$ cat src/hdl/dctmf_pkg.sv
// Package of types and constants for the dual channel trimmed mean filter.
package dctmf_pkg;
   localparam int FIELD_W  = 16;
   localparam int SAMPLE_W = 32;
   localparam int CSR_IDX_W = 2;

   localparam logic [CSR_IDX_W-1:0] CSR_SCALE_NUM   = 2'd0;
   localparam logic [CSR_IDX_W-1:0] CSR_SCALE_DEN   = 2'd1;
   localparam logic [CSR_IDX_W-1:0] CSR_CONV_PERIOD = 2'd2;

   localparam logic [SAMPLE_W-1:0] MAX_SAMPLE = 32'h7FFF_FFFF;

   typedef struct packed {
      logic [FIELD_W-1:0] time_now;
      logic [FIELD_W-1:0] raw_ch1;
      logic [FIELD_W-1:0] raw_ch2;
   } req_type;

   typedef struct packed {
      logic signed [SAMPLE_W-1:0] temp_ch1_q;
      logic signed [SAMPLE_W-1:0] temp_ch2_q;
      logic signed [SAMPLE_W-1:0] temp_ch1_tenths;
      logic signed [SAMPLE_W-1:0] temp_ch2_tenths;
   } rsp_type;

   typedef struct packed {
      logic [FIELD_W-1:0] raw_ch1;
      logic [FIELD_W-1:0] raw_ch2;
   } job_type;
endpackage

$ cat src/hdl/dctmf_front.sv
// Front end: sample time gating and job queue toward the filter engine.
module dctmf_front (
   input  logic                   clock,
   input  logic                   reset,
   input  logic [15:0]            conv_period,
   input  logic                   req_valid,
   output logic                   req_ready,
   input  dctmf_pkg::req_type     req_data,
   output logic                   job_valid,
   input  logic                   job_ready,
   output dctmf_pkg::job_type     job_data
);
   import dctmf_pkg::*;

   localparam int DEPTH = 2;

   logic [FIELD_W-1:0] last_time_ff, last_time_in;
   job_type            q_mem [DEPTH];
   logic               wr_ptr_ff, rd_ptr_ff;
   logic [1:0]         count_ff;
   logic               take, push, pop;
   logic [FIELD_W-1:0] delta;

   assign req_ready = (count_ff != 2'(DEPTH));
   assign delta     = req_data.time_now - last_time_ff;
   assign take      = req_valid && req_ready;
   assign push      = take && (delta >= conv_period);
   assign pop       = job_valid && job_ready;
   assign job_valid = (count_ff != 2'd0);
   assign job_data  = q_mem[rd_ptr_ff];
   assign last_time_in = push ? req_data.time_now : last_time_ff;

   always_ff @(posedge clock) begin
      if (reset) begin
         last_time_ff <= '0;
         wr_ptr_ff    <= 1'b0;
         rd_ptr_ff    <= 1'b0;
         count_ff     <= '0;
      end else begin
         last_time_ff <= last_time_in;
         if (push) wr_ptr_ff <= ~wr_ptr_ff;
         if (pop) rd_ptr_ff <= ~rd_ptr_ff;
         count_ff <= count_ff + 2'(push) - 2'(pop);
      end
      if (push) q_mem[wr_ptr_ff] <= '{raw_ch1: req_data.raw_ch1, raw_ch2: req_data.raw_ch2};
   end
endmodule

$ cat config.mk
export PLATFORM = sky130hd
export DESIGN_NAME = dctmf_front
export DESIGN_NICKNAME = d
export VERILOG_FILES = /design/src/hdl/dctmf_pkg.sv /design/src/hdl/dctmf_front.sv
export SDC_FILE = /design/constraint.sdc
export NUM_CORES = 1
export LEC_CHECK = 0
export ABC_AREA = 1
export BUFFER_PORTS_ARGS = -buffer_cell sky130_fd_sc_hd__buf_2
export CORE_MARGIN = 4
export CORE_UTILIZATION = 40
export DETAILED_ROUTE_END_ITERATION = 16
export PLACE_DENSITY = 0.63
export SLEW_MARGIN = 20
export SYNTH_ARGS = -nofsm -noshare
export SYNTH_HDL_FRONTEND = slang
export SYNTH_SLANG_ARGS = --single-unit
$ cat constraint.sdc
create_clock -name clock -period 5.9 [get_ports clock]
set_input_delay 0.295 -clock clock [delete_from_list [all_inputs] [get_ports clock]]
set_output_delay 0.295 -clock clock [all_outputs]
set_load 0.03 [all_outputs]
==> results of run 1 <==
flip-flops by register name, indices dropped and copies added, names as in the netlist, named ones only:
register / cells
wr_ptr_ff: 1
rd_ptr_ff: 1
count_ff: 2
q_mem: 64
last_time_ff: 16
worst paths after layout:
path                                 startpoint      endpoint  slack (ns)  depth (start not counted)
worst max-delay path            last_time_ff[7]  q_mem[0][13]        1.74                         16
worst min-delay path                      reset   count_ff[0]        0.14                          2
worst max register to register  last_time_ff[7]  q_mem[0][13]        1.74                         16
worst min register to register        rd_ptr_ff     flip-flop        0.47                          1
critical path, delay by kind of cell (launching register included):
family / cells / cell delay [ns]
buf+inv: 2 / 0.46
flops: 1 / 0.34
simple gates: 9 / 1.65
compound gates: 3 / 0.74
fa+ha+maj: 2 / 0.61
through the flow:
step | hold slack (ns) | instances
after detailed placement | 0.456 | 676
after floorplan | 0.366 | 439
after global placement | 0.435 | 676
after CTS | 0.127 | 692
final | 0.139 | 693
after global routing | 0.128 | 692
power by group:
group          switching (mW)  total, mW  leakage [nW]  internal, mW
Sequential             0.0623      0.892         0.756         0.830
Combinational           0.954       1.50          1.60         0.543
Clock                   0.233      0.653         0.169         0.419
kinds of logic (layout without fill, tap and decap cells):
logic type               count (synthesis)  count (layout)
other                                    0               1
adder cells (fa/ha/maj)                 34              34
buffers and inverters                   85             195
flip-flops                              85              85
multiplexers                            32              32
XOR/XNOR                                11              11
AND/OR/NAND/NOR                        134             134
AO/OA/AOI/OAI                           58              58
final cells by class:
type	count	area, um2
antenna	1	2.50
clock buffer	9	225
clock inverter	7	126
fill	1079	5790
inverter	74	278
multi-input combinational	269	1940
sequential	85	2340
tap	143	179
timing repair buffer	105	536
routing by layer:
| metal | share of wire (%) | up-vias |
|---|---|---|
| met4 | 1.7 | 0 |
| li1 | - | 1688 |
| met1 | 41 | 1552 |
| met5 | 0 | - |
| met2 | 53 | 64 |
| met3 | 4.5 | 11 |
placed cells by master, fill, tap and decap left out, types with 6 or more instances in the layout:
cell / netlist / routed
buf_2: 5 / 101
inv_1: 73 / 73
nand2_1: 68 / 68
edfxtp_1: 64 / 64
ha_1: 33 / 33
mux2_2: 30 / 30
a21oi_1: 27 / 27
nor2_1: 23 / 22
dfxtp_1: 21 / 21
nand3_1: 12 / 12
nand3_2: 12 / 12
a21oi_2: 11 / 11
clkbuf_16: 0 / 9
xor2_1: 8 / 8
nor2_2: 5 / 6
==> flow_summary.toml, run 1 <==
[critical_path]
critPathLaunchType = "flip-flop"
critPathKind = "flip-flop to flip-flop"
critPathMaxStageDelay_ns = 0.50
critPathArrivalTime_ns = 4.16
cp-end-kind = "flip-flop"
required_ns = 5.90
slowest_stage = "nor2_2"
critPathMaxFanout = 35
path_cells = "inv_1, ha_1, a21oi_1, o21ai_0, a211oi_1, nand2_1, nand2_1, nand2_1, ha_1, nand4_1, nor3_1, nand2_1, nand2_4, nand2_2, nor2_2, buf_4"
critPathMostFrequentCell = "nand2_1"

[synthesis]
synthFlopType = "edfxtp_1"
synthMuxAreaShare_pct = 7.75
synth_cell_type_count = 39
synth_fa_ha_area_share_pct = 9.32
synth_compound_area_share_pct = 8.62
ys_ff_latch = 85
yosys.area.top_type = "edfxtp_1"
synthCells = 439
synth_top_family_by_area = "simple AND/OR/NAND/NOR gates"
synth_nets = 541
post_synth_xor_area_fraction_pct = 2.07
ys_top_cells_by_count = "73 x inv_1, 68 x nand2_1, 64 x edfxtp_1, 33 x ha_1, 30 x mux2_2"
ys_async_sr_fraction_pct = 0
synth_most_common_cell = "inv_1"
ys_seq_area_share_pct = 50.4
syn-cell-area_um2 = 4650
synth_top_area_share_pct = 41.4
ys_warn_count = 0
syn_avg_cell_area_um2 = 10.6
synth-simple-area-share_pct = 13.8
synth_top_cells_by_area = "edfxtp_1 41%, dfxtp_1 9.0%, ha_1 8.9%"
synth_edf_count = 64

[placement]
dp_hpwl_mm = 7.05
place_area_um2 = 5280
gp_congestion = 0.778
numPortBuffers = 101
pre_cts_ws_ns = 1.58

[global_routing]
grt_pass1_wl_mm = 14.8
grt.busiest_layer = "met2"
antenna_found_initial = 0
use_met2_pct = 25.2
grtUsageMet3_pct = 3.71
grt_max_degree = 36
overflow = 0
use_met1_pct = 16.0
grt_pass1_vias = 3303
grt_usage_pct = 14.1

[layout]
fin_util_pct = 49.3
drive_gt1_share_pct = 35.2
synthToLayoutAreaGrowth_pct = 21.2
stdcell_area_um2 = 5630
fin_nets = 646

[route]
first_iter_violations = 156
viasPerCell = 4.78
drtAntennaViolNets = 0
finalWirelength_mm = 9.25
vias = 3315
first_pass_iters = 4
wl_per_cell_um = 13.3
drt_drc_violations_left = 0

[clock_network]
cts_made_buffers = 9
clockRootBuffer = "clkbuf_16"
cts.path.max_buffers = 2
path_clk_slew_ns = 0.06
post-cts-setup-buffers = 0
cts_tree = "yes"
holdBufCountCts = 0
insertion_delay_ns = 0.33
cts.sinks = 85
cts_max_level = 3
cts_resized = 0

[pwr]
cellPowerDensity_nw_per_um2 = 540
p_total_mw = 3.04
p_leak_nw = 2.52
vdd_ir_drop_max_mv = 0.302

[floorplan]
die_x_um = 116
ios = 102
core-area_um2 = 11400
start_util_pct = 40.7
num_rows = 39
dieArea_um2 = 13400
die_y_um = 116

[sta]
tns_ns = 0
setup_viol = 0
hold_viol = 0
rsz0062_at_grt = "false"
drv_slew = 0
fmax_mhz = 241
fin_crit_ns = 4.16
skew_ns = 0.00956
worst_pin_slew_ns = 0.612
setup_slack_ns = 1.74
max-slew-margin-rel_pct = 59.1
post-route-period-util_pct = 70.5

[job]
max_cap_violations = 0

[outcome]
status = "finished clean"

[worst_hold_path]
min_path_type = "primary input to flip-flop"
No activity file was read; power rests on OpenSTA's default activity.
==> inputs of run 2 (changes only) <==
Settings changed: PLACE_DENSITY 0.63 to 0.65.
Clock period 5.9 ns to 3.75 ns, I/O delays scaled along.
==> flow_summary.toml, run 2 (synthesis gave the netlist of run 1 again) <==
[critical_path]
cp-end-kind = "flip-flop"
critPathLaunchType = "flip-flop"
required_ns = 3.97
critPathArrivalTime_ns = 3.67
critPathMaxFanout = 4
critPathKind = "flip-flop to flip-flop"

[pwr]
p_int_mw = 2.74
cellPowerDensity_nw_per_um2 = 841
p_leak_nw = 2.52
switching_share_pct = 42.4
p_comb_share_pct = 50.6
p_switching_mw = 2.02
vdd_ir_drop_max_mv = 0.407
p_clk_share_pct = 19.6
seq_power_share_pct = 29.8

[sta]
hold_viol = 0
post-route-period-util_pct = 92.2
worst_pin_slew_ns = 0.667
fin_crit_ns = 3.46
skew_ns = 0.0108
max-slew-margin-rel_pct = 55.5
rsz0062_at_grt = "false"
setup_viol = 0
fmax_mhz = 289
tns_ns = 0
drv_slew = 0

[placement]
dp_hpwl_mm = 6.96
numPortBuffers = 101
place_area_um2 = 5320
gp_congestion = 0.831
dp_cells = 677

[layout]
stdcell_area_um2 = 5660
fin_nets = 649
drive_gt1_share_pct = 36.2
final_common_cell = "buf_2"
diodes = 0
final_cells = 695
largestRegisters = "q_mem x64, last_time_ff x16, count_ff x2"
largest_reg_flops = 64
layout_common_cells = "101 x buf_2, 73 x inv_1, 68 x nand2_1"
regMostFlops = "q_mem"
synthToLayoutAreaGrowth_pct = 21.9

[global_routing]
grt_max_degree = 34
grt_usage_pct = 14.3
overflow = 0
grt_pass1_wl_mm = 14.9
antenna_found_initial = 0
grt_pass1_vias = 3248

[route]
finalWirelength_mm = 9.36
wl_per_cell_um = 13.5
viasPerCell = 4.72
drt_drc_violations_left = 0
first_iter_violations = 123
vias = 3281
first_pass_iters = 4
drtAntennaViolNets = 0

[floorplan]
die_x_um = 116
dieArea_um2 = 13400
die_y_um = 116
start_util_pct = 40.7
ios = 102
core-area_um2 = 11400
num_rows = 39

[worst_hold_path]
min_path_type = "primary input to flip-flop"

[clock_network]
cts.path.max_buffers = 2
cts_tree = "yes"
holdBufCountCts = 0
insertion_delay_ns = 0.34
path_clk_slew_ns = 0.07
cts_max_level = 3
clockRootBuffer = "clkbuf_16"
cts_made_buffers = 9
cts.sinks = 85

[outcome]
status = "finished clean"

[job]
max_cap_violations = 0
[run 2: routing by layer]
layer	vias up	routed length, um	GRT usage, %
li1	1687	-	-
met1	1525	3890	17.3
met2	58	4920	24.9
met3	11	416	3.71
met4	0	135	4.56
met5	-	0	0
[run 2: layout make-up]
type,instances,area [um2]
sequential,85,2340
tap,143,179
timing repair buffer,108,583
clock buffer,9,225
clock inverter,7,92.6
multi-input combinational,269,1960
fill,1071,5750
inverter,74,278
[run 2: repair_timing]
item | in CTS | in global routing
setup endpoints to repair | 0 | 1
setup buffers | 0 | 2
gates resized for setup | 0 | 4
[run 2: critical path, cell delays in order, from the launching register on]
cell     delay [ns]
dfxtp_1        0.34
inv_1          0.05
ha_1           0.33
a21oi_1        0.19
o21ai_2        0.11
a21oi_4        0.20
buf_4          0.15
o21ai_1        0.09
xor2_1         0.17
ha_1           0.30
nand4_1        0.16
nor3_2         0.14
nand2_1        0.10
nand2_4        0.08
nand2_2        0.07
ha_1           0.30
inv_1          0.04
ha_1           0.17
xor2_1         0.15
o21ai_0        0.14
a21oi_1        0.05
[run 2: worst paths after layout]
path / from / cells after the start / slack (ns) / endpoint
max: last_time_ff[2] / 20 / 0.29 / count_ff[1]
min: reset / 2 / 0.03 / count_ff[0]
max reg2reg: last_time_ff[2] / 20 / 0.29 / count_ff[1]
min reg2reg: rd_ptr_ff / 1 / 0.45 / flip-flop
[run 2: power groups by stage]
| stage | Clock [mW] | Combinational, mW | Sequential [mW] |
|---|---|---|---|
| 6_report | 0.933 | 2.41 | 1.42 |
| 5_1_grt | 1.01 | 2.70 | 1.45 |
| 4_1_cts | 0.964 | 2.42 | 1.43 |
| 3_5_place_dp | 0 | 2.41 | 1.44 |
| 3_3_place_gp | 0 | 2.36 | 1.42 |
| 2_1_floorplan | 0 | 1.99 | 1.40 |
[run 2: metrics by stage]
| stage | hold WS, ns | util, % | setup slack (ns) | power [mW] |
|---|---|---|---|---|
| finish | 0.0255 | 49.6 | 0.292 | 4.76 |
| global route | 0.0123 | 49.6 | 0.0268 | 5.16 |
| CTS | 0.0144 | 49.3 | 0.206 | 4.81 |
| detailed placement | 0.374 | 46.5 | 0.190 | 3.85 |
| global placement | 0.365 | 46.5 | 0.280 | 3.78 |
| floorplan | 0.259 | - | 0.287 | 3.39 |
